File: src/hdl/mse_pkg.sv
// ---------------------------------------------------------------------------
// Mandelbrot smooth escape package
// Shared widths, register indexes, the cell hand-off record and a saturate helper.
// ---------------------------------------------------------------------------
package mse_pkg;

   localparam int FRAC_BITS   = 28;
   localparam int MAX_WIDTH   = 4096;
   localparam int MAX_HEIGHT  = 4096;
   localparam int QUO_BITS    = 9;
   localparam int NUM_CELLS   = QUO_BITS;

   // Register indexes of the configuration port.
   typedef enum logic [2:0] {
      REG_X_START    = 3'd0,
      REG_Y_START    = 3'd1,
      REG_STEP_X     = 3'd2,
      REG_STEP_Y     = 3'd3,
      REG_MAX_ITER   = 3'd4,
      REG_GREY_SCALE = 3'd5
   } reg_index_type;

   // Data one divider cell hands to the next.
   typedef struct packed {
      logic [36:0] rem;
      logic [36:0] den;
      logic [8:0]  quo;
   } div_token_type;

   // Saturate a 64-bit signed value to the signed 32-bit range.
   function automatic logic signed [31:0] sat32(input logic signed [63:0] v);
      logic signed [31:0] r;
      r = v[31:0];
      if (v > 64'sd2147483647) r = 32'sh7FFFFFFF;
      else if (v < -64'sd2147483648) r = 32'sh80000000;
      return r;
   endfunction

endpackage

File: src/hdl/mse_div_cell.sv
// ---------------------------------------------------------------------------
// Mandelbrot divider cell
// One restoring-division step; the row of cells forms the quotient.
// ---------------------------------------------------------------------------
module mse_div_cell (
   input  logic                   clock,
   input  mse_pkg::div_token_type tok_i,
   output mse_pkg::div_token_type tok_o
);
   import mse_pkg::*;

   div_token_type tok_ff, tok_in;
   logic [37:0]   shifted;
   logic [37:0]   diff;

   // Shift the remainder, try a subtract of the denominator.
   always_comb begin
      shifted = {tok_i.rem, 1'b0};
      diff    = shifted - {1'b0, tok_i.den};
      tok_in.den = tok_i.den;
      if (!diff[37]) begin
         tok_in.rem = diff[36:0];
         tok_in.quo = {tok_i.quo[7:0], 1'b1};
      end else begin
         tok_in.rem = shifted[36:0];
         tok_in.quo = {tok_i.quo[7:0], 1'b0};
      end
   end

   always_ff @(posedge clock) begin
      tok_ff <= tok_in;
   end

   assign tok_o = tok_ff;
endmodule

File: config.mk
export PLATFORM = sky130hd
export DESIGN_NAME = mse_div_cell
export DESIGN_NICKNAME = d
export VERILOG_FILES = /design/src/hdl/mse_pkg.sv /design/src/hdl/mse_div_cell.sv
export SDC_FILE = /design/constraint.sdc
export NUM_CORES = 1
export LEC_CHECK = 0
export ABC_AREA = 1
export BUFFER_PORTS_ARGS = -buffer_cell sky130_fd_sc_hd__buf_2
export CORE_MARGIN = 5
export CORE_UTILIZATION = 40
export CTS_CLUSTER_SIZE = 30
export DETAILED_ROUTE_END_ITERATION = 10
export HOLD_SLACK_MARGIN = 0.05
export PLACE_DENSITY_LB_ADDON = 0.25
export SYNTH_ARGS = -nofsm -noshare
export SYNTH_HDL_FRONTEND = slang
export SYNTH_SLANG_ARGS = --single-unit
File: constraint.sdc
create_clock -name clock -period 3.8 [get_ports clock]
set_input_delay 1.14 -clock clock [delete_from_list [all_inputs] [get_ports clock]]
set_output_delay 1.14 -clock clock [all_outputs]
set_load 0.01 [all_outputs]
**Word-level counts from Yosys, hierarchy flattened**

Cells that the tools add are included.

- Add/subtract/negate cells: 1
- Mux-type cells: 2

Operators with widths:

| cell | count |
|---|---|
| 38-bit by 37-bit subtractor with 38-bit output | 1 |
| 37-bit two-way mux | 1 |
| 1-bit two-way mux | 1 |

- Flip-flop bits (word level): 83
- Bits of input ports: 84
- Output and inout port bits: 83
- Word-level logic and storage cells: 7

**Depth between registers and ports, before layout**

Gate-level depths: netlist (run 1).

- Depth in word-level cells: 2
- Mapped depth: 17
- Gate-level depth less buffers: 16

**Worst setup path before layout (run 1)**

OpenSTA, ideal clock, no wires.

- Path type: input port to flip-flop
- From: input tok_i[24] (netlist bit)
- To: register tok_ff, in the netlist tok_o[72]
- Library setup time: 0.112 ns
- Data arrival time: 2.624 ns
- Required time: 3.688 ns
- Setup slack: 1.064 ns
- Stages: 15
- Path buffers: 1
- Cell sequence: inv_1 -> ha_1 -> nand2_2 -> inv_1 -> nand2_1 -> nand2_1 -> a21oi_1 -> nand3_2 -> nand2_2 -> nand2_2 -> nand2_2 -> nand2_4 -> buf_12 -> nand2_2 -> nand2_1

RTL lines:

| what | RTL line | text |
|---|---|---|
| from (decl) | mse_div_cell.sv:7 | `input mse_pkg::div_token_type tok_i,` |
| to (signal assigned) | mse_div_cell.sv:31 | `tok_ff <= tok_in;` |
| to (decl) | mse_div_cell.sv:12 | `div_token_type tok_ff, tok_in;` |

==> results of run 1 <==
cell families (layout without fill, tap and decap cells):
group | count (synthesis) | after routing
buffers and inverters | 147 | 323
and+or+nand+nor | 480 | 480
xor gates and xnor gates | 20 | 20
DFF | 83 | 83
adders and majority gates | 37 | 37
AOI/OAI and AO/OA | 43 | 43
synth_stat cells (all sizes together):
cell	count	area [sq um]
fa	1	20.0
dfxtp	83	1660
buf	6	85.1
nand4	3	18.8
a31oi	2	12.5
ha	36	450
inv	141	529
o21ai	8	40.0
nand2	356	1420
xnor2	1	8.76
or2	1	6.26
nor3	3	15.0
nand3b	2	15.0
o21bai	6	45.0
nor2	71	282
and2	2	12.5
nand3	42	215
a21o	1	7.51
xor2	19	166
a21oi	23	115
o21a	2	15.0
a21boi	1	7.51
critical path: stages:
cell     delay (ns)
buf_2          0.09
inv_1          0.04
ha_1           0.37
a21oi_1        0.29
nor2_1         0.09
o21ai_0        0.15
nand3_1        0.10
nor2_1         0.22
nand3_1        0.16
nand2_4        0.44
nand2_1        0.11
nand2_1        0.09
metrics by stage:
step	utilization (%)	total power [uW]	worst slack (ns)
6_report	51.1	2710	0.777
5_1_grt	51.1	2890	0.538
4_1_cts	51.1	2750	0.747
3_5_place_dp	48.5	1800	0.421
3_3_place_gp	48.5	1790	0.474
2_1_floorplan	-	1540	1.06
routing by layer:
metal | track usage [%] | share of wire [%]
met2 | 30.7 | 45
met4 | 6.09 | 1.4
met5 | 0 | 0
met3 | 4.07 | 5.3
met1 | 25.3 | 49
area by class of cell:
cell class                 count  area, sq um  area share [%]
timing repair buffer         166          833            12.9
clock buffer                  10          239            3.71
multi-input combinational    580         2880            44.6
inverter                     141          529            8.21
tap                          172          215            3.34
clock inverter                 6         88.8            1.38
sequential                    83         1660            25.8
path summary, 6_finish.rpt:
path	to	slack, ns	cells past startpoint
setup / recovery	tok_o[62]$_DFF_P_	0.78	12
hold / removal	tok_o[1]$_DFF_P_	0.89	1
where the power goes:
group          internal, uW  leakage (uW)  switching, uW  total [uW]
clock                   592      0.000155            347         939
sequential              974      0.000699           19.9         994
combinational           288       0.00299            489         777
==> summary.txt, run 1 <==
STA
  • Max Freq: 331 MHz
  • Setup_tns: 0 ns
  • Slew Viols, Final: 0
  • Final setup violation count: 0
  • Worst Tran Pin Value: ~0.55 ns
  • Slew margin rel.: 63.5%
  • Hold Vio Cnt, Final: 0
  • RSZ-0062 raised after global routing: no
  • Final Cycle Share: 79.6%
  • Minimum clock period: approximately 3.0 ns
  • WHS: approximately 0.89 ns

Finish
  • Filler instances: 1373
  • Design area: 6440 sq um
  • Fraction of layout cells with a size suffix above 1: 22.2%
  • Commonest non-fill, non-tap cell in the layout: nand2_1
  • Nets: 1102
  • Final cell count without fillers: 1158
  • Commonest non-fill, non-tap cells in the layout: 325 x nand2_1, 165 x buf_2, 141 x inv_1, 83 x dfxtp_1, 67 x nor2_1
  • N_diodes: 0
  • Number of flip-flops in the largest register: 83
  • Area grow syn2layout: 25.1%

Placed design
  • Port Buf Inserts: ~170
  • Area post-placement: 6120 sq um
  • Dpl cells: 1142
  • GPL Wtd Cong: 0.879
  • Hpwl dp: 11800 microns

CTS
  • H-tree Lvls: 3
  • CTS root buf: clkbuf_16
  • Worst-path clk slew: 0.06 ns
  • CTS tree: built
  • Post-CTS Hold Fix Bufs: 0
  • Clock tree buffer depth: 2
  • Post-CTS Setup Inserts: 0
  • Cts repair resizes: 0
  • Clk sinks: 83
  • CTS Buf Count: 9

Synth
  • Syn nets: 931
  • Sequential share of the synthesized area: between 30 and 40%
  • Post-Synth Simple-Gate Area: approximately two fifths
  • Mux contribution to synthesized area: 0%
  • Post-Synth Adder-Cell Area: 9.13%
  • Ys Warns: 0
  • Yosys reg bits: 83
  • Synth Instances: 810
  • XOR/XNOR Fraction of Synth Area: 3.40%
  • Synth Area in Compound Gates: 4.71%
  • Avg Inst Size Synth: roughly 6.4 sq um
  • Main combinational cell family by area after synthesis: simple AND/OR/NAND/NOR gates
  • Mapped cell area: ~5200 sq um
  • Distinct cells, synth: 28

Die
  • Die W: around 120 microns
  • Initial Util: 40.8%
  • Die Span Y: 123 microns
  • Std cell rows: a little over 40
  • Die area: 15300 sq um
  • # IOs: 167
  • CORE AREA: 12600 sq um

Global route
  • Largest net degree at the start of global routing: 38
  • Congestion Overflow GR: 0
  • Global-route wire length before repair: ~23000 microns
  • Initial antenna violation count: 0
  • Gr usage total: 19.0%
  • Vias in the first global route: about 5000

Critical path
  • CP Max Fanout: 37
  • Crit path launch type: input port
  • Arrival @ worst endpoint: 3.31 ns
  • CP Capture Type: register
  • Crit Path Category: input port to register
  • CP startpoint: tok_i[39]
  • Worst path required time: 4.08 ns

Outcome
  • Status: complete, no violations

Min path
  • HP Class: input port to register
  • Min-delay src: tok_i[0]

Routing
  • Drt pass-1 iters: 6
  • 1st-iter DRT viols: 206
  • DRC: 0
  • Routed vias: 5105
  • Routed Wire Length: 14100 microns
  • Wire per inst: 12.2 microns
  • Post-DRT Antenna Nets: 0
  • Vias per std cell: 4.41

Power and ir drop
  • PD cells: 421 nW/um^2
  • P_leak: 0.00385 uW
  • Worst vdd ir: 323 uV

Job
  • Max Cap Viol: 0
(Power assumes the default switching activity.)
==> run 2, diff against run 1 <==
--- a/config.mk
+++ b/config.mk
@@ -5,7 +5,7 @@
 export SDC_FILE = /design/constraint.sdc
 export NUM_CORES = 1
 export LEC_CHECK = 0
-export ABC_AREA = 1
+export ABC_AREA = 0
 export BUFFER_PORTS_ARGS = -buffer_cell sky130_fd_sc_hd__buf_2
 export CORE_MARGIN = 5
 export CORE_UTILIZATION = 40
==> constraint.sdc (replaced) <==
create_clock -name clock -period 3.1 [get_ports clock]
set_input_delay 0.93 -clock clock [delete_from_list [all_inputs] [get_ports clock]]
set_output_delay 0.93 -clock clock [all_outputs]
set_load 0.01 [all_outputs]
==> run 2 against run 1 <==
  * The run now ends with setup timing left
  * Combinational power increased by 60%
  * Power grew 20%
  * Via count fell by 22%
  * Routed wire length is 17% lower
  * Clock-buffer cell count is 2 higher
  * Final area increased by 1.8%
  * Non-clock buffer count rose by 90
==> summary.txt, run 2 <==
Global route
  • Gr usage total: 18.1% (was 19.0%)
  • Global-route wire length before repair: 18800 microns (was 22700 microns)
  • Congestion Overflow GR: 0 (unchanged)
  • Initial antenna violation count: 0 (unchanged)
  • Vias in the first global route: 4200 (was 4904)
  • Largest net degree at the start of global routing: 16 (was 38)

Finish
  • Final cell count without fillers: 821 (was 1158)
  • Filler instances: 845 (was 1373)
  • Area grow syn2layout: 58.6% (was 25.1%)
  • Nets: 801 (was 1102)
  • Fraction of layout cells with a size suffix above 1: 51.1% (was 22.2%)
  • Design area: 6560 sq um (was 6440 sq um)
  • Commonest non-fill, non-tap cell in the layout: buf_2 (was nand2_1)
  • Number of flip-flops in the largest register: 83 (unchanged)
  • N_diodes: 0 (unchanged)
  • Commonest non-fill, non-tap cells in the layout: 153 x buf_2, 85 x buf_4, 83 x dfxtp_1, 36 x inv_1, 34 x mux2_4 (was 325 x nand2_1, 165 x buf_2, 141 x inv_1, 83 x dfxtp_1, 67 x nor2_1)

Power and ir drop
  • Worst vdd ir: 285 uV (was 323 uV)
  • Sw frac: 29.8% (was 31.6%)
  • Internal: 2290 uW (was 1850 uW)
  • P_leak: 0.00330 uW (was 0.00385 uW)
  • PD cells: 497 nW/um^2 (was 421 nW/um^2)
  • Power share of the combinational group: 37.9% (was 28.7%)
  • Seq pwr share: 38.1% (was 36.7%)
  • Clock power frac: 24.0% (was 34.7%)
  • Psw: 971 uW (was 855 uW)

Synth
  • Mux contribution to synthesized area: 9.98% (was 0%)
  • Post-Synth Adder-Cell Area: 11.4% (was 9.13%)
  • Synth Instances: 421 (was 810)
  • Number of synthesized flops with an enable pin: 0 (unchanged)
  • Fraction of registers with async set/reset: 0% (unchanged)
  • Avg Inst Size Synth: 9.83 sq um (was 6.36 sq um)
  • Syn nets: 542 (was 931)
  • Ys Warns: 0 (unchanged)
  • List of most frequent post-synthesis cells: 83 x dfxtp_1, 44 x inv_1, 36 x ha_1 (was 325 x nand2_1, 141 x inv_1, 83 x dfxtp_1)
  • Synth Area in Compound Gates: 17.3% (was 4.71%)
  • XOR/XNOR Fraction of Synth Area: 6.99% (was 3.40%)
  • Distinct cells, synth: 48 (was 28)
  • Top post-synthesis cells by area: dfxtp_1 40%, ha_1 11%, mux2_2 5.2% (was dfxtp_1 32%, nand2_1 24%, inv_1 10%)
  • Largest area contributor in the netlist: dfxtp_1 (unchanged)
  • Yosys reg bits: 83 (unchanged)
  • Main combinational cell family by area after synthesis: compound AO/OA/AOI/OAI gates (was simple AND/OR/NAND/NOR gates)
  • Mapped cell area: 4140 sq um (was 5150 sq um)
  • Top-area cell type share of the netlist area: 40.2% (was 32.2%)
  • Post-Synth Simple-Gate Area: 9.01% (was 38.6%)
  • Primary FF master, synth: dfxtp_1 (unchanged)
  • Most frequently used cell type in the post-synthesis netlist: dfxtp_1 (was nand2_1)
  • Sequential share of the synthesized area: 40.2% (was 32.2%)

Placed design
  • Port Buf Inserts: 165 (unchanged)
  • Area post-placement: 5960 sq um (was 6120 sq um)
  • Dpl cells: 794 (was 1142)
  • Hpwl dp: 8920 microns (was 11800 microns)
  • GPL Wtd Cong: 0.899 (was 0.879)

Min path
  • Hold endpoint: tok_o[5]$_DFF_P_ (was tok_o[1]$_DFF_P_)
  • Hold depth: 1 (unchanged)
  • HP Class: input port to register (unchanged)
  • Min-delay src: tok_i[4] (was tok_i[0])

Critical path
  • CP Capture Type: register (unchanged)
  • CP Max Fanout: 6 (was 37)
  • Worst path required time: 3.35 ns (was 4.08 ns)
  • Arrival @ worst endpoint: 3.38 ns (was 3.31 ns)
  • Crit Path Category: input port to register (unchanged)
  • Crit path launch type: input port (unchanged)
  • CP startpoint: tok_i[51] (was tok_i[39])

Routing
  • Post-DRT Antenna Nets: 0 (unchanged)
  • DRC: 0 (unchanged)
  • Wire per inst: 14.2 microns (was 12.2 microns)
  • Routed Wire Length: 11700 microns (was 14100 microns)
  • Vias per std cell: 4.88 (was 4.41)
  • 1st-iter DRT viols: 121 (was 206)
  • Drt pass-1 iters: 4 (was 6)
  • Routed vias: 4005 (was 5105)

CTS
  • CTS Buf Count: 9 (unchanged)
  • CTS root buf: clkbuf_8 (was clkbuf_16)
  • Clk sinks: 83 (unchanged)
  • Worst-path clk slew: 0.08 ns (was 0.06 ns)
  • Clock tree buffer depth: 2 (unchanged)
  • H-tree Lvls: 3 (unchanged)
  • CTS tree: built (unchanged)

STA
  • Worst Tran Pin Value: 0.334 ns (was 0.547 ns)
  • Minimum clock period: about 3.1 ns
  • Hold Vio Cnt, Final: 0 (unchanged)
  • Slew margin rel.: 77.5% (was 63.5%)
  • Max Freq: 319 MHz
  • Fin worst setup slack: -0.0310 ns (was 0.777 ns)
  • RSZ-0062 raised after global routing: yes (was no)
  • Slew Viols, Final: 0 (unchanged)
  • Final setup violation count: 27 (was 0)
  • Final Cycle Share: 101%

Die
  • Std cell rows: 37 (was 41)
  • # IOs: 167 (unchanged)
  • CORE AREA: 10200 sq um (was 12600 sq um)
  • Die W: 112 microns (was 123 microns)
  • Die Span Y: 112 microns (was 123 microns)
  • Initial Util: 40.6% (was 40.8%)
  • Die area: 12500 sq um (was 15300 sq um)

Outcome
  • Status: finished with violations (was complete, no violations)
  • Violations in the final reports: setup timing

Job
  • Max Cap Viol: 0 (unchanged)
run 2: cell count changes after synthesis, sizes merged, moves of 7 or more:
cell and change:
mux2 +34, xnor2 +21, nor2 -59, o21ai +10
a21oi +9, xor2 -8, inv -97, nor2b +8
o211ai +7, a21o +14, nand3 -37, nand2 -341
run 2: kinds of logic after synthesis:
family,count (synthesis)
adders and majority gates,37
AOI/OAI and AO/OA,110
and+or+nand+nor,69
xor gates and xnor gates,33
DFF,83
buffers and inverters,52
muxes,37
run 2: timing repair:
item | 4_1_cts | 5_1_grt
hold buffers | 0 | 0
setup endpoints to repair | 35 | 37
resized for setup | 10 | 54
buffers inserted | 2 | 6
cloned | 1 | 2
pin swaps | 6 | 18
run 2: power by group through the flow:
stage / clock network, uW / registers [uW] / logic (uW)
3_3_place_gp: 0 / 1260 / 1070
6_report: 782 / 1240 / 1240
2_1_floorplan: 0 / 1350 / 566
4_1_cts: 805 / 1240 / 1130
3_5_place_dp: 0 / 1260 / 1090
5_1_grt: 865 / 1250 / 1340
run 2: cell type report:
class	count	area (sq um)	area share, %
clock buffer	12	145	2.21
clock inverter	4	50.0	0.763
inverter	44	183	2.79
multi-input combinational	286	2670	40.8
sequential	83	1660	25.3
tap	136	170	2.59
timing repair buffer	256	1680	25.5
run 2: per-stage QoR:
step	util [%]	setup WS [ns]	hold slack [ns]	TNS (ns)	total power, uW
detailed placement	58.5	-0.581	1.03	-18.78	2350
global placement	58.5	-0.531	1.03	-18.16	2330
CTS	61.4	-0.0625	0.652	-0.864	3180
finish	64.4	-0.0310	0.670	-0.452	3260
floorplan	-	-0.145	0.958	-3.12	1910
global route	64.4	-0.156	0.636	-4.54	3460
run 2: worst max-delay path by stage:
| stage | endpoint | slack [ns] | cells past startpoint |
|---|---|---|---|
| finish | tok_o[61]$_DFF_P_ | -0.03 | 13 |
| detailed placement | tok_o[80]$_DFF_P_ | -0.58 | 13 |
| global route | tok_o[54]$_DFF_P_ | -0.16 | 14 |
| global placement | tok_o[61]$_DFF_P_ | -0.53 | 13 |
| floorplan | tok_o[66]$_DFF_P_ | -0.15 | 13 |
| CTS | tok_o[64]$_DFF_P_ | -0.06 | 14 |
run 2: metal layers:
metal | GRT usage, % | up-vias | routed length [microns]
li1 | - | 2000 | -
met1 | 20.6 | 1848 | 4820
met2 | 32.3 | 127 | 5860
met3 | 4.78 | 30 | 734
met4 | 6.97 | 0 | 276
met5 | 0 | - | 0
run 2: worst max-delay path: stages:
cell and delay, ns:
buf_2 0.12, ha_4 0.28, o21a_1 0.14, o2111a_1 0.22, o21ai_2 0.07, a211o_1 0.33
a21oi_2 0.15, nand4b_1 0.15, a31oi_2 0.12, xnor2_2 0.21, buf_6 0.18, clkbuf_16 0.17
mux2_4 0.30
